===== src/design/thermistor_table_interpolator_defines.svh =====
// Assertion macros shared by the thermistor table interpolator RTL.
`ifndef THERMISTOR_TABLE_INTERPOLATOR_DEFINES_SVH
`define THERMISTOR_TABLE_INTERPOLATOR_DEFINES_SVH

// Same-cycle implication, checked on every clock edge outside reset.
`define TTI_ASSERT_IMPLY(label, ante, cons) \
    label: assert property (@(posedge clk) disable iff (!rst_n) (ante) |-> (cons)) \
        else $error("tti: same-cycle check failed");

// Next-cycle implication, checked on every clock edge outside reset.
`define TTI_ASSERT_NEXT(label, ante, cons) \
    label: assert property (@(posedge clk) disable iff (!rst_n) (ante) |=> (cons)) \
        else $error("tti: next-cycle check failed");

`endif


===== src/design/tti_pkg.sv =====
// Types, constants, calibration table and microcode encoding for the interpolator.
package tti_pkg;

    localparam int TABLE_ENTRIES     = 121;
    localparam int IDX_W             = $clog2(TABLE_ENTRIES);
    localparam int CNT_W             = $clog2(TABLE_ENTRIES + 1);
    localparam int READING_W         = 10;
    localparam int VALUE_W           = 17;
    localparam int OUT_W             = 17;
    localparam int OFFSET_W          = 8;
    localparam int FRACTION_BITS_DEF = 8;
    localparam int READING_SCALE     = 100;
    localparam int PC_W              = 4;
    localparam int DATA_W            = 32;
    localparam int ADDR_W            = 3;

    localparam logic [OFFSET_W-1:0] TEMP_OFFSET_RESET = 8'd40;
    localparam logic [0:0]          REG_TEMP_OFFSET   = 1'b0;

    // Calibration values, scaled sensor readings, one per degree, non-increasing.
    localparam logic [VALUE_W-1:0] CAL_ROM [TABLE_ENTRIES] = '{
        17'd95178, 17'd94912, 17'd94634, 17'd94344, 17'd94041,
        17'd93726, 17'd93400, 17'd93060, 17'd92707, 17'd92339,
        17'd91958, 17'd91563, 17'd91154, 17'd90730, 17'd90289,
        17'd89835, 17'd89366, 17'd88880, 17'd88379, 17'd87862,
        17'd87328, 17'd86778, 17'd86212, 17'd85630, 17'd85031,
        17'd84415, 17'd83783, 17'd83135, 17'd82470, 17'd81789,
        17'd81092, 17'd80379, 17'd79651, 17'd78907, 17'd78147,
        17'd77374, 17'd76585, 17'd75782, 17'd74966, 17'd74136,
        17'd73294, 17'd72439, 17'd71572, 17'd70695, 17'd69808,
        17'd68910, 17'd68003, 17'd67088, 17'd66165, 17'd65234,
        17'd64298, 17'd63357, 17'd62409, 17'd61458, 17'd60616,
        17'd59547, 17'd58589, 17'd57629, 17'd56669, 17'd55709,
        17'd54749, 17'd53794, 17'd52839, 17'd51888, 17'd50942,
        17'd50000, 17'd49063, 17'd48133, 17'd47210, 17'd46291,
        17'd45382, 17'd44481, 17'd43589, 17'd42703, 17'd41830,
        17'd40954, 17'd40113, 17'd39269, 17'd38435, 17'd37613,
        17'd36805, 17'd36008, 17'd35221, 17'd34448, 17'd33687,
        17'd32935, 17'd31820, 17'd31092, 17'd30762, 17'd30065,
        17'd29379, 17'd28709, 17'd28047, 17'd27399, 17'd26761,
        17'd26139, 17'd25534, 17'd24936, 17'd24351, 17'd23775,
        17'd23219, 17'd22666, 17'd22131, 17'd21606, 17'd21092,
        17'd20591, 17'd20102, 17'd19621, 17'd19153, 17'd18699,
        17'd18254, 17'd17817, 17'd17390, 17'd16971, 17'd16569,
        17'd16171, 17'd15782, 17'd15060, 17'd14690, 17'd14332,
        17'd14332
    };

    localparam logic [VALUE_W-1:0] ROM_TOP    = CAL_ROM[0];
    localparam logic [VALUE_W-1:0] ROM_BOTTOM = CAL_ROM[TABLE_ENTRIES-1];

    // Datapath operations issued by the microcode.
    typedef enum logic [3:0] {
        OP_NOP,
        OP_LOAD,
        OP_MID,
        OP_PROBE,
        OP_NARROW,
        OP_FETCH_I,
        OP_FETCH_PREV,
        OP_DIV_INIT,
        OP_DIV_STEP,
        OP_EMIT_FRAC,
        OP_EMIT_OOR,
        OP_EMIT_EXACT
    } op_t;

    // Handshake a step waits on before it executes.
    typedef enum logic [1:0] {
        HOLD_NONE,
        HOLD_IN,
        HOLD_OUT
    } hold_t;

    // Jump conditions.
    typedef enum logic [2:0] {
        COND_NONE,
        COND_ALWAYS,
        COND_OOR,
        COND_FOUND,
        COND_EXACT,
        COND_DIV_MORE
    } cond_t;

    typedef struct packed {
        op_t             op;
        hold_t           hold;
        cond_t           cond;
        logic [PC_W-1:0] target;
    } ucode_t;

    // Datapath flags returned to the sequencer.
    typedef struct packed {
        logic oor;
        logic found;
        logic exact;
        logic div_more;
        logic out_busy;
    } status_t;

    function automatic logic [VALUE_W-1:0] cal_rom_read(input logic [CNT_W-1:0] idx);
        logic [VALUE_W-1:0] data;
        data = '0;
        if (idx < CNT_W'(TABLE_ENTRIES))
        begin
            data = CAL_ROM[idx[IDX_W-1:0]];
        end
        return data;
    endfunction

endpackage


===== src/design/tti_sequencer.sv =====
// Microcode program store and step counter driving the interpolator datapath.
module tti_sequencer
    import tti_pkg::*;
(
    input  logic    clk,
    input  logic    rst_n,
    input  logic    in_valid,
    input  status_t status,
    output logic    in_ready,
    output op_t     op
);

    localparam logic [PC_W-1:0] STEP_IDLE       = 4'd0;
    localparam logic [PC_W-1:0] STEP_RANGE      = 4'd1;
    localparam logic [PC_W-1:0] STEP_MID        = 4'd2;
    localparam logic [PC_W-1:0] STEP_PROBE      = 4'd3;
    localparam logic [PC_W-1:0] STEP_NARROW     = 4'd4;
    localparam logic [PC_W-1:0] STEP_FETCH_I    = 4'd5;
    localparam logic [PC_W-1:0] STEP_FETCH_PREV = 4'd6;
    localparam logic [PC_W-1:0] STEP_DIV_INIT   = 4'd7;
    localparam logic [PC_W-1:0] STEP_DIV        = 4'd8;
    localparam logic [PC_W-1:0] STEP_EMIT_FRAC  = 4'd9;
    localparam logic [PC_W-1:0] STEP_EMIT_OOR   = 4'd10;
    localparam logic [PC_W-1:0] STEP_EMIT_EXACT = 4'd11;

    function automatic ucode_t program_word(input logic [PC_W-1:0] pc);
        ucode_t w;
        w = '{op: OP_NOP, hold: HOLD_NONE, cond: COND_ALWAYS, target: STEP_IDLE};
        unique case (pc)
            STEP_IDLE:       w = '{OP_LOAD,       HOLD_IN,   COND_NONE,     STEP_IDLE};
            STEP_RANGE:      w = '{OP_NOP,        HOLD_NONE, COND_OOR,      STEP_EMIT_OOR};
            STEP_MID:        w = '{OP_MID,        HOLD_NONE, COND_FOUND,    STEP_FETCH_I};
            STEP_PROBE:      w = '{OP_PROBE,      HOLD_NONE, COND_NONE,     STEP_IDLE};
            STEP_NARROW:     w = '{OP_NARROW,     HOLD_NONE, COND_ALWAYS,   STEP_MID};
            STEP_FETCH_I:    w = '{OP_FETCH_I,    HOLD_NONE, COND_NONE,     STEP_IDLE};
            STEP_FETCH_PREV: w = '{OP_FETCH_PREV, HOLD_NONE, COND_NONE,     STEP_IDLE};
            STEP_DIV_INIT:   w = '{OP_DIV_INIT,   HOLD_NONE, COND_EXACT,    STEP_EMIT_EXACT};
            STEP_DIV:        w = '{OP_DIV_STEP,   HOLD_NONE, COND_DIV_MORE, STEP_DIV};
            STEP_EMIT_FRAC:  w = '{OP_EMIT_FRAC,  HOLD_OUT,  COND_ALWAYS,   STEP_IDLE};
            STEP_EMIT_OOR:   w = '{OP_EMIT_OOR,   HOLD_OUT,  COND_ALWAYS,   STEP_IDLE};
            STEP_EMIT_EXACT: w = '{OP_EMIT_EXACT, HOLD_OUT,  COND_ALWAYS,   STEP_IDLE};
            default:         w = '{OP_NOP,        HOLD_NONE, COND_ALWAYS,   STEP_IDLE};
        endcase
        return w;
    endfunction

    logic [PC_W-1:0] pc_reg;
    logic [PC_W-1:0] pc_next;
    ucode_t          cw;
    logic            stall;
    logic            take;

    assign cw = program_word(pc_reg);

    always_comb
    begin
        unique case (cw.cond)
            COND_NONE:     take = 1'b0;
            COND_ALWAYS:   take = 1'b1;
            COND_OOR:      take = status.oor;
            COND_FOUND:    take = status.found;
            COND_EXACT:    take = status.exact;
            COND_DIV_MORE: take = status.div_more;
            default:       take = 1'b0;
        endcase
    end

    assign stall = ((cw.hold == HOLD_IN) && !in_valid) ||
                   ((cw.hold == HOLD_OUT) && status.out_busy);

    always_comb
    begin
        if (stall)
        begin
            pc_next = pc_reg;
        end
        else if (take)
        begin
            pc_next = cw.target;
        end
        else
        begin
            pc_next = pc_reg + PC_W'(1);
        end
    end

    assign op       = stall ? OP_NOP : cw.op;
    assign in_ready = (cw.hold == HOLD_IN);

    always_ff @(posedge clk or negedge rst_n)
    begin
        if (!rst_n)
        begin
            pc_reg <= STEP_IDLE;
        end
        else
        begin
            pc_reg <= pc_next;
        end
    end

endmodule


===== src/design/tti_datapath.sv =====
// Search registers, table read port, serial divider and result register.
module tti_datapath
    import tti_pkg::*;
#(
    parameter int FRACTION_BITS = FRACTION_BITS_DEF
)
(
    input  logic                       clk,
    input  logic                       rst_n,
    input  op_t                        op,
    input  logic [READING_W-1:0]       reading,
    input  logic [OFFSET_W-1:0]        offset,
    input  logic                       out_ready,
    output logic                       out_valid,
    output logic signed [OUT_W-1:0]    temperature_q8,
    output logic                       out_of_range,
    output status_t                    status
);

    localparam int DCNT_W = $clog2(FRACTION_BITS + 1);

    logic [VALUE_W-1:0]       value_reg;
    logic [CNT_W-1:0]         lo_reg;
    logic [CNT_W-1:0]         hi_reg;
    logic [CNT_W-1:0]         mid_reg;
    logic [VALUE_W-1:0]       probe_reg;
    logic [VALUE_W-1:0]       cur_reg;
    logic [VALUE_W-1:0]       prev_reg;
    logic [VALUE_W-1:0]       rem_reg;
    logic [VALUE_W-1:0]       den_reg;
    logic [FRACTION_BITS-1:0] quo_reg;
    logic [DCNT_W-1:0]        dcnt_reg;
    logic [OUT_W-1:0]         temp_reg;
    logic                     oor_reg;
    logic                     out_valid_reg;

    logic [CNT_W-1:0]         rom_addr;
    logic [VALUE_W-1:0]       rom_data;
    logic [VALUE_W:0]         rem_shift;
    logic                     rem_fits;
    logic [CNT_W:0]           mid_sum;
    logic [OUT_W-1:0]         base_exact;
    logic [OUT_W-1:0]         base_frac;

    // One shared table read port, addressed by the current step.
    always_comb
    begin
        case (op)
            OP_FETCH_I:    rom_addr = lo_reg;
            OP_FETCH_PREV: rom_addr = lo_reg - CNT_W'(1);
            default:       rom_addr = mid_reg;
        endcase
    end

    assign rom_data   = cal_rom_read(rom_addr);
    assign mid_sum    = {1'b0, lo_reg} + {1'b0, hi_reg};
    assign rem_shift  = {rem_reg, 1'b0};
    assign rem_fits   = rem_shift >= {1'b0, den_reg};
    assign base_exact = OUT_W'(lo_reg) - OUT_W'(offset);
    assign base_frac  = OUT_W'(lo_reg) - OUT_W'(1) - OUT_W'(offset);

    assign status.oor      = (value_reg > ROM_TOP) || (value_reg < ROM_BOTTOM);
    assign status.found    = (lo_reg >= hi_reg);
    assign status.exact    = (cur_reg == value_reg) || (lo_reg == '0);
    assign status.div_more = (dcnt_reg > DCNT_W'(1));
    assign status.out_busy = out_valid_reg && !out_ready;

    // Payload registers.
    always_ff @(posedge clk)
    begin
        unique case (op)
            OP_LOAD:
            begin
                value_reg <= VALUE_W'(reading) * VALUE_W'(READING_SCALE);
                lo_reg    <= '0;
                hi_reg    <= CNT_W'(TABLE_ENTRIES);
            end
            OP_MID:        mid_reg   <= mid_sum[CNT_W:1];
            OP_PROBE:      probe_reg <= rom_data;
            OP_NARROW:
            begin
                if (probe_reg <= value_reg)
                begin
                    hi_reg <= mid_reg;
                end
                else
                begin
                    lo_reg <= mid_reg + CNT_W'(1);
                end
            end
            OP_FETCH_I:    cur_reg  <= rom_data;
            OP_FETCH_PREV: prev_reg <= rom_data;
            OP_DIV_INIT:
            begin
                rem_reg  <= prev_reg - value_reg;
                den_reg  <= prev_reg - cur_reg;
                quo_reg  <= '0;
                dcnt_reg <= DCNT_W'(FRACTION_BITS);
            end
            OP_DIV_STEP:
            begin
                if (rem_fits)
                begin
                    rem_reg <= VALUE_W'(rem_shift - {1'b0, den_reg});
                end
                else
                begin
                    rem_reg <= rem_shift[VALUE_W-1:0];
                end
                quo_reg  <= {quo_reg[FRACTION_BITS-2:0], rem_fits};
                dcnt_reg <= dcnt_reg - DCNT_W'(1);
            end
            OP_EMIT_FRAC:
            begin
                temp_reg <= OUT_W'(base_frac << FRACTION_BITS) + OUT_W'(quo_reg);
                oor_reg  <= 1'b0;
            end
            OP_EMIT_OOR:
            begin
                temp_reg <= '0;
                oor_reg  <= 1'b1;
            end
            OP_EMIT_EXACT:
            begin
                temp_reg <= OUT_W'(base_exact << FRACTION_BITS);
                oor_reg  <= 1'b0;
            end
            default:
            begin
            end
        endcase
    end

    always_ff @(posedge clk or negedge rst_n)
    begin
        if (!rst_n)
        begin
            out_valid_reg <= 1'b0;
        end
        else if ((op == OP_EMIT_FRAC) || (op == OP_EMIT_OOR) || (op == OP_EMIT_EXACT))
        begin
            out_valid_reg <= 1'b1;
        end
        else if (out_ready)
        begin
            out_valid_reg <= 1'b0;
        end
    end

    assign out_valid      = out_valid_reg;
    assign temperature_q8 = $signed(temp_reg);
    assign out_of_range   = oor_reg;

endmodule


===== src/design/thermistor_table_interpolator.sv =====
// Top level of the thermistor table interpolator: register port, sequencer and datapath.
//
//  Channel  | Handshake          | Payload
//  ---------+--------------------+-------------------------------------
//  input    | in_valid/in_ready  | reading [9:0]
//  output   | out_valid/out_ready| temperature_q8 [16:0] s, out_of_range
//  config   | psel/penable/pready| paddr, pwdata, prdata (offset reg)
//
// In-range readings run a binary search of at most 7 probes over 121 entries,
// each probe one pass of the three-step table probe loop, then the
// one-bit-per-cycle restoring divider for the fraction; exact table hits skip
// the divider and out-of-range readings skip both. Reset clears the step
// counter, the result valid flag and restores temperature_offset to 40; the
// table is constant and needs no pass.
// A stalled result sits in the output register while the next reading is
// processed; the program only waits at its emit step if that register is still full.
module thermistor_table_interpolator
    import tti_pkg::*;
#(
    parameter int FRACTION_BITS = FRACTION_BITS_DEF
)
(
    input  logic                    clk,
    input  logic                    rst_n,
    // reading transfer
    input  logic                    in_valid,
    output logic                    in_ready,
    input  logic [READING_W-1:0]    reading,
    // result transfer
    output logic                    out_valid,
    input  logic                    out_ready,
    output logic signed [OUT_W-1:0] temperature_q8,
    output logic                    out_of_range,
    // register port
    input  logic                    psel,
    input  logic                    penable,
    input  logic                    pwrite,
    input  logic [ADDR_W-1:0]       paddr,
    input  logic [DATA_W-1:0]       pwdata,
    output logic [DATA_W-1:0]       prdata,
    output logic                    pready
);

`include "thermistor_table_interpolator_defines.svh"

    logic [OFFSET_W-1:0] offset_reg;
    logic                reg_hit;
    logic                reg_write;
    op_t                 op;
    status_t             status;

    // Register port: single register at word 0, zero-wait accesses.
    assign reg_hit   = (paddr[ADDR_W-1:2] == REG_TEMP_OFFSET);
    assign reg_write = psel && penable && pwrite && reg_hit;
    assign pready    = 1'b1;
    assign prdata    = reg_hit ? DATA_W'(offset_reg) : '0;

    // Hold the offset; the user must change configuration only while the block is idle (not enforced here).
    always_ff @(posedge clk or negedge rst_n)
    begin
        if (!rst_n)
        begin
            offset_reg <= TEMP_OFFSET_RESET;
        end
        else if (reg_write)
        begin
            offset_reg <= pwdata[OFFSET_W-1:0];
        end
    end

    // Step counter and microcode store: issues one datapath operation a cycle unless stalled on a handshake.
    tti_sequencer u_sequencer (
        .clk      (clk),
        .rst_n    (rst_n),
        .in_valid (in_valid),
        .status   (status),
        .in_ready (in_ready),
        .op       (op)
    );

    // Search registers, table read, divider and the result register.
    tti_datapath #(
        .FRACTION_BITS (FRACTION_BITS)
    ) u_datapath (
        .clk            (clk),
        .rst_n          (rst_n),
        .op             (op),
        .reading        (reading),
        .offset         (offset_reg),
        .out_ready      (out_ready),
        .out_valid      (out_valid),
        .temperature_q8 (temperature_q8),
        .out_of_range   (out_of_range),
        .status         (status)
    );

    // An out-of-range result always carries a zero temperature.
    `TTI_ASSERT_IMPLY(a_oor_zero, out_valid && out_of_range, temperature_q8 == '0)
    // Once a reading is taken the program leaves its idle step.
    `TTI_ASSERT_NEXT(a_busy_after_accept, in_valid && in_ready, !in_ready)
    // A register write lands in the offset on the following cycle.
    `TTI_ASSERT_NEXT(a_offset_write, reg_write, offset_reg == $past(pwdata[OFFSET_W-1:0]))

endmodule

===== config.mk =====
export PLATFORM = sky130hd
export DESIGN_NAME = thermistor_table_interpolator
export DESIGN_NICKNAME = d
export VERILOG_FILES = /design/src/design/tti_pkg.sv /design/src/design/tti_sequencer.sv /design/src/design/tti_datapath.sv /design/src/design/thermistor_table_interpolator.sv
export VERILOG_INCLUDE_DIRS = /design/src /design/src/design
export SDC_FILE = /design/constraint.sdc
export NUM_CORES = 1
export LEC_CHECK = 0
export BUFFER_PORTS_ARGS = -buffer_cell sky130_fd_sc_hd__buf_2
export CELL_PAD_IN_SITES_DETAIL_PLACEMENT = 0
export CELL_PAD_IN_SITES_GLOBAL_PLACEMENT = 1
export CORE_MARGIN = 5
export CORE_UTILIZATION = 50
export DETAILED_ROUTE_END_ITERATION = 8
export HOLD_SLACK_MARGIN = 0.06
export MAX_ROUTING_LAYER = met4
export PLACE_DENSITY = 0.88
export RECOVER_POWER = 25
export SLEW_MARGIN = 40
export SYNTH_ARGS = -nofsm -noshare
export SYNTH_HDL_FRONTEND = slang
export SYNTH_HIERARCHICAL = 1
export SYNTH_SLANG_ARGS = --single-unit
export TNS_END_PERCENT = 1

===== constraint.sdc =====
create_clock -name clk -period 13 [get_ports clk]
set_input_delay 2.6 -clock clk [delete_from_list [all_inputs] [get_ports clk]]
set_output_delay 2.6 -clock clk [all_outputs]
set_load 0.05 [all_outputs]

==> results of run 1 <==
-- critical path, cell delays in order --
cell and delay, ns:
buf_2 0.07, nor2b_1 0.05, and3b_1 0.19, nor3_1 0.46, a221oi_1 0.18, a21oi_2 0.14
clkbuf_1 0.97, nor2b_1 0.34, nand2_2 0.10, inv_2 0.38, a211o_1 0.23, a21oi_4 0.07
buf_4 0.24, ha_1 0.62, nor2_1 0.67, inv_1 0.17, a32oi_1 0.34, o32ai_1 0.15
a211oi_1 0.48
-- per-layer routing --
layer	vias to the layer above	GRT usage	part of all wire
met4	0	0.0937	0.035
li1	5759	-	-
met2	524	0.369	0.45
met3	96	0.0374	0.077
met5	-	-	0
met1	5754	0.339	0.44
-- stage by stage --
step | cells | instance area, sq um | worst slack (ns) | utilization | hold WS [ns]
after floorplan | 1589 | 14800 | 6.36 | - | 0.495
after global placement | 1946 | 15100 | 5.26 | 0.522 | 0.513
after detailed placement | 1949 | 15100 | 5.25 | 0.525 | 0.518
after CTS | 1981 | 15800 | 5.69 | 0.547 | 0.537
after global routing | 1982 | 15700 | 4.29 | 0.545 | 0.559
final | 1982 | 15700 | 4.69 | 0.545 | 0.537
-- area by class of cell --
class                      count  area [sq um]
clock buffer                  17           425
multi-input combinational   1209          8890
timing repair buffer          73           402
tap                          384           480
sequential                   164          4860
clock inverter                15           208
inverter                     120           450
fill                        2609         13100
-- logic make-up (layout without fill, tap and decap cells) --
logic type      after synthesis  in the layout
simple gates                450            450
flops                       164            164
compound gates              436            436
other cells                   2             25
buf+inv                     216            225
mux                          38             38
xor+xnor                     92             92
fa+ha+maj                   168            168
-- how the worst min path moves through the flow --
stage                                              startpoint                                      to  slack, ns  cells after the start
final                               offset_reg[6]$_DFFE_PN0P_               offset_reg[6]$_DFFE_PN0P_       0.54                      1
after global routing                offset_reg[6]$_DFFE_PN0P_               offset_reg[6]$_DFFE_PN0P_       0.56                      1
after CTS                           offset_reg[6]$_DFFE_PN0P_               offset_reg[6]$_DFFE_PN0P_       0.54                      1
after detailed placement  u_datapath/quo_reg[7]$_SDFFCE_PN0P_  u_datapath/temperature_q8[7]$_DFFE_PP_       0.52                      1
after global placement    u_datapath/quo_reg[7]$_SDFFCE_PN0P_  u_datapath/temperature_q8[7]$_DFFE_PP_       0.51                      1
after floorplan                     offset_reg[1]$_DFFE_PN0P_               offset_reg[1]$_DFFE_PN0P_       0.50                      1
-- layout by cell type (no fill, tap or decap), types with 18 or more instances in the layout --
| cell | Yosys | final |
|---|---|---|
| xor2_1 | 29 | 29 |
| nand3_1 | 23 | 23 |
| a21oi_1 | 102 | 100 |
| nor2_1 | 125 | 126 |
| a211oi_1 | 18 | 18 |
| and2_1 | 21 | 21 |
| a21o_1 | 29 | 29 |
| xnor2_1 | 62 | 62 |
| edfxtp_1 | 151 | 151 |
| nand2b_1 | 18 | 18 |
| and3_1 | 19 | 19 |
| clkbuf_1 | 24 | 26 |
| ha_1 | 157 | 157 |
| a31oi_1 | 23 | 23 |
| nor3_1 | 34 | 32 |
| buf_2 | 27 | 29 |
| o21ai_0 | 76 | 76 |
| inv_1 | 116 | 116 |
| nand2_1 | 100 | 100 |
| mux2i_1 | 26 | 26 |
| o22ai_1 | 19 | 19 |
| conb_1 | 2 | 25 |
==> summary.txt, run 1 <==
Timing
  – Slew Viols, Final: 0
  – TNS Setup: 0 ns
  – Tmin final: 8.31 ns
  – Setup-failing EPs final: 0
  – Slew headroom: 0.121
  – Least-Margin Pin Slew: ~1.3 ns
  – FMAX: between 100 and 150 MHz
  – Hold Vio Cnt, Final: 0
  – RSZ-0062 raised after global routing: no
  – Final worst-path cycle share: 0.640
  – Skew final: around 0.019 ns

Clock tree
  – Root buffer cell: clkbuf_16
  – TritonCTS clock tree: done
  – Post-cts resize count: 0
  – Clock Sinks: between 150 and 200
  – CTS Hold Bufs: 0
  – Clk buf depth: 2
  – Number of H-tree levels: 4
  – Post-CTS setup buffers: 0
  – Later-pin clock latency in the skew report: ~0.44 ns
  – CTS Buf Count: 17
  – Clk slew on worst S/H paths: approximately 0.070 ns

Place
  – Routability congestion estimate: approximately 0.93
  – Post-DP HPWL: around 29000 microns
  – IO buf count: 53

Setup path
  – Worst setup EP type: flip-flop
  – Worst Setup SP: out_ready
  – Worst r2r dst: u_datapath/prev_reg[7]$_DFFE_PN_
  – Worst EP arrival: around 8.5 ns
  – Reg2reg setup slack: roughly 6.1 ns
  – Worst EP required: 13.16 ns
  – Critical path type: input pin to flip-flop
  – Startpoint types: input pin
  – CP endpoint: u_datapath/prev_reg[7]$_DFFE_PN_
  – CP max FO: 23
  – RR Startpoint: u_sequencer/pc_reg[0]$_DFFE_PN0P_
  – Reg2Reg Depth: 19

Floorplan
  – Die X: about 180 microns
  – Die footprint: 32900 sq um
  – Ports: 105
  – Total core area: 28900 sq um
  – Std-Cell Rows: slightly above 60
  – Initial Util: 0.508
  – Die Height: between 150 and 200 microns

Yosys
  – Post-synthesis sequential area ratio: 0.332
  – FFs w/ async S/R, synth: 0.0793
  – Ys Warns: 6
  – Syn Inst Count: ~1600
  – Post-Syn Area: about 15000 sq um
  – Syn_area_per_cell: between 9 and 10 sq um
  – FF+latch count, synth: about 160
  – Synth Area in Compound Gates: 0.203
  – Most common cell in the netlist: ha_1
  – Cell variety after synth: 103
  – Synth Area in Adders: 0.149
  – Post-synth top cells: ha_1 (157), edfxtp_1 (151), nor2_1 (125)
  – Synth Flop Type: edfxtp_1
  – Post-Synth Simple-Gate Area: 0.162
  – Fraction of synthesized cell area in xor and xnor cells: 0.0555
  – Largest family of logic cells by synthesized area: compound AO/OA/AOI/OAI gates
  – Multiplexer share of the synthesized area: 0.0272
  – EDFF count, synth: about 150
  – Share of the synthesized area in the top cell type: 0.309
  – Synth area leader: edfxtp_1
  – Synth area leaders: edfxtp_1 (31%), ha_1 (13%), xnor2_1 (3.7%), a21oi_1 (3.5%), nor2_1 (3.2%)

Run status
  – Status: finished clean

Drt
  – Routed vias: between 10000 and 15000
  – Avg WL per Cell: ~20 microns
  – WL final: 39800 microns
  – Drt initial violations: ~1200
  – Drt drc: 0
  – DR vias/cell: 6.12
  – 1st-pass router iterations: 5
  – Post-route ant nets: 0

Global route
  – First-pass GRT wire length: about 64000 microns
  – Largest net degree at the start of global routing: 64
  – All-layer global routing usage: 0.246
  – Vias in the first global route: about 12000
  – Initial antenna violation count: 0
  – Grt ovf: 0

Flow run
  – Max-cap violation count: 0

Final layout
  – Area Overhead vs Synth: 7.19%
  – Layout cell share with drive strength beyond 1: 0.106
  – Diode count: 0
  – Final nets: about 1800

Min path
  – Worst Hold Class: flip-flop to flip-flop
Power of run 1 is not shown: default switching activity piles up to over one toggle a cycle in this logic, so the estimate is an artifact.
==> run 2: changes to the inputs <==
--- a/config.mk
+++ b/config.mk
@@ -10,11 +10,11 @@
 export CELL_PAD_IN_SITES_DETAIL_PLACEMENT = 0
 export CELL_PAD_IN_SITES_GLOBAL_PLACEMENT = 1
 export CORE_MARGIN = 5
-export CORE_UTILIZATION = 50
+export CORE_UTILIZATION = 49
 export DETAILED_ROUTE_END_ITERATION = 8
 export HOLD_SLACK_MARGIN = 0.06
 export MAX_ROUTING_LAYER = met4
-export PLACE_DENSITY = 0.88
+export PLACE_DENSITY = 0.87
 export RECOVER_POWER = 25
 export SLEW_MARGIN = 40
 export SYNTH_ARGS = -nofsm -noshare
==> constraint.sdc (replaced) <==
create_clock -name clk -period 8.3 [get_ports clk]
set_input_delay 1.66 -clock clk [delete_from_list [all_inputs] [get_ports clk]]
set_output_delay 1.66 -clock clk [all_outputs]
set_load 0.05 [all_outputs]
==> summary.txt, run 2 (synthesis results as in run 1) <==
Timing
  – Skew final: around 0.014 ns
  – Setup-failing EPs final: 0
  – FMAX: around 140 MHz
  – Final worst-path cycle share: 0.855
  – Least-Margin Pin Slew: roughly 1.2 ns
  – Slew headroom: 0.205
  – Tmin final: approximately 7 ns
  – RSZ-0062 raised after global routing: no
  – TNS Setup: 0 ns
  – Slew Viols, Final: 0
  – Hold Vio Cnt, Final: 0

Floorplan
  – Std-Cell Rows: 63
  – Ports: about 110
  – Die Height: ~180 microns
  – Total core area: 29600 sq um
  – Initial Util: 0.496
  – Die footprint: about 33000 sq um
  – Die X: between 150 and 200 microns

Clock tree
  – Root buffer cell: clkbuf_16
  – Number of H-tree levels: 4
  – Clk slew on worst S/H paths: roughly 0.080 ns
  – Post-cts resize count: 0
  – Post-CTS setup buffers: 0
  – Clk buf depth: 2
  – TritonCTS clock tree: done
  – Clock Sinks: 164
  – CTS Buf Count: 17
  – Later-pin clock latency in the skew report: roughly 0.43 ns
  – CTS Hold Bufs: 0

Drt
  – 1st-pass router iterations: 6
  – Post-route ant nets: 0
  – Drt initial violations: between 1000 and 1500
  – Routed vias: between 10000 and 15000
  – DR vias/cell: 6.14
  – WL final: around 40000 microns
  – Drt drc: 0
  – Avg WL per Cell: 20.1 microns

Setup path
  – Worst setup EP type: flip-flop
  – Critical path type: input pin to flip-flop
  – CP max FO: 39
  – Worst EP required: ~8.4 ns
  – Crit path cell chain: buf_2 > nor2b_1 > and3b_1 > nor3_2 > a221oi_1 > a21oi_2 > clkbuf_1 > and4b_1 > o31ai_1 > nand2_2 > inv_2 > buf_4 > xnor2_1 > a221oi_1 > o32ai_1 > a211oi_1
  – Reg2Reg Depth: 16
  – Worst EP arrival: a little over 7 ns
  – CP peak stage delay: 0.90 ns
  – Reg2reg setup slack: ~1.7 ns
  – Worst r2r dst: u_datapath/prev_reg[7]$_DFFE_PN_
  – Slowest cell on the critical path: clkbuf_1
  – Cell repeated most along the worst path: a221oi_1
  – Startpoint types: input pin
  – RR Startpoint: u_sequencer/pc_reg[0]$_DFFE_PN0P_

Global route
  – GR Util met3: 0.0367
  – Largest net degree at the start of global routing: between 60 and 70
  – Initial antenna violation count: 0
  – First-pass GRT wire length: approximately 63000 microns
  – Vias in the first global route: ~12000
  – Grt ovf: 0
  – Met2 GRT Util: 0.365
  – All-layer global routing usage: 0.240
  – Layer with the highest usage: met2
  – M1 GR Usage: 0.332

Place
  – IO buf count: between 50 and 60
  – Post-DP HPWL: between 20000 and 30000 microns
  – Cell Area, Placed: 15200 sq um
  – Routability congestion estimate: around 1

Final layout
  – Diode count: 0
  – Most common cell after layout, fill and taps aside: ha_1
  – Layout cell share with drive strength beyond 1: 0.109
  – Final nets: 1809
  – Area Overhead vs Synth: 7.12%
  – Commonest cells after routing, fill and taps aside: ha_1 (157), edfxtp_1 (151), nor2_1 (125)
  – Final Instance Area: roughly 16000 sq um
  – Util after Layout: 0.531

Run status
  – Status: finished clean

Min path
  – Hold Crit Start: u_datapath/quo_reg[7]$_SDFFCE_PN0P_
  – Hold Path Stages: 1
  – Worst Hold Class: flip-flop to flip-flop
  – Worst Hold End: u_datapath/temperature_q8[7]$_DFFE_PP_

Flow run
  – Max-cap violation count: 0
==> run 2: layout make-up <==
type | count | area (sq um)
multi-input cells | 1209 | 8890
inverters | 120 | 450
repair buffers | 77 | 408
flip-flops and latches | 164 | 4860
fillers | 2669 | 13900
clock inverters | 15 | 186
well taps | 390 | 488
clock buffers | 17 | 425
==> run 2: how the worst max path moves through the flow <==
| stage | from | depth (start not counted) | end |
|---|---|---|---|
| finish | out_ready | 16 | u_datapath/prev_reg[7]$_DFFE_PN_ |
| global route | out_ready | 16 | u_datapath/cur_reg[7]$_DFFE_PN_ |
| CTS | out_ready | 16 | u_datapath/probe_reg[7]$_DFFE_PN_ |
| detailed placement | out_ready | 16 | u_datapath/prev_reg[7]$_DFFE_PN_ |
| global placement | out_ready | 16 | u_datapath/cur_reg[7]$_DFFE_PN_ |
| floorplan | out_ready | 9 | u_datapath/dcnt_reg[0]$_SDFFCE_PN0P_ |
==> run 2: critical path: cells and delay by family <==
family	cells	cell delay, ns
AND/OR/NAND/NOR	5	1.31
XOR/XNOR	1	0.19
AO/OA/AOI/OAI	6	2.15
buffers and inverters	4	1.91
==> run 2: stage by stage <==
stage | worst slack [ns] | std cells | hold slack, ns
after floorplan | 2.60 | 1589 | 0.495
after global placement | 1.73 | 1959 | 0.510
after detailed placement | 1.73 | 1960 | 0.512
after CTS | 2.18 | 1992 | 0.521
after global routing | 0.997 | 1992 | 0.543
final | 1.20 | 1992 | 0.519
==> run 2: routing by layer <==
layer | share of wire | up-vias | routed length [microns]
met2 | 0.45 | 566 | 18100
li1 | - | 5756 | -
met1 | 0.44 | 5801 | 17500
met4 | 0.028 | 0 | 1130
met3 | 0.083 | 98 | 3330
met5 | 0 | - | 0
Power of run 2 is left out for the same reason.
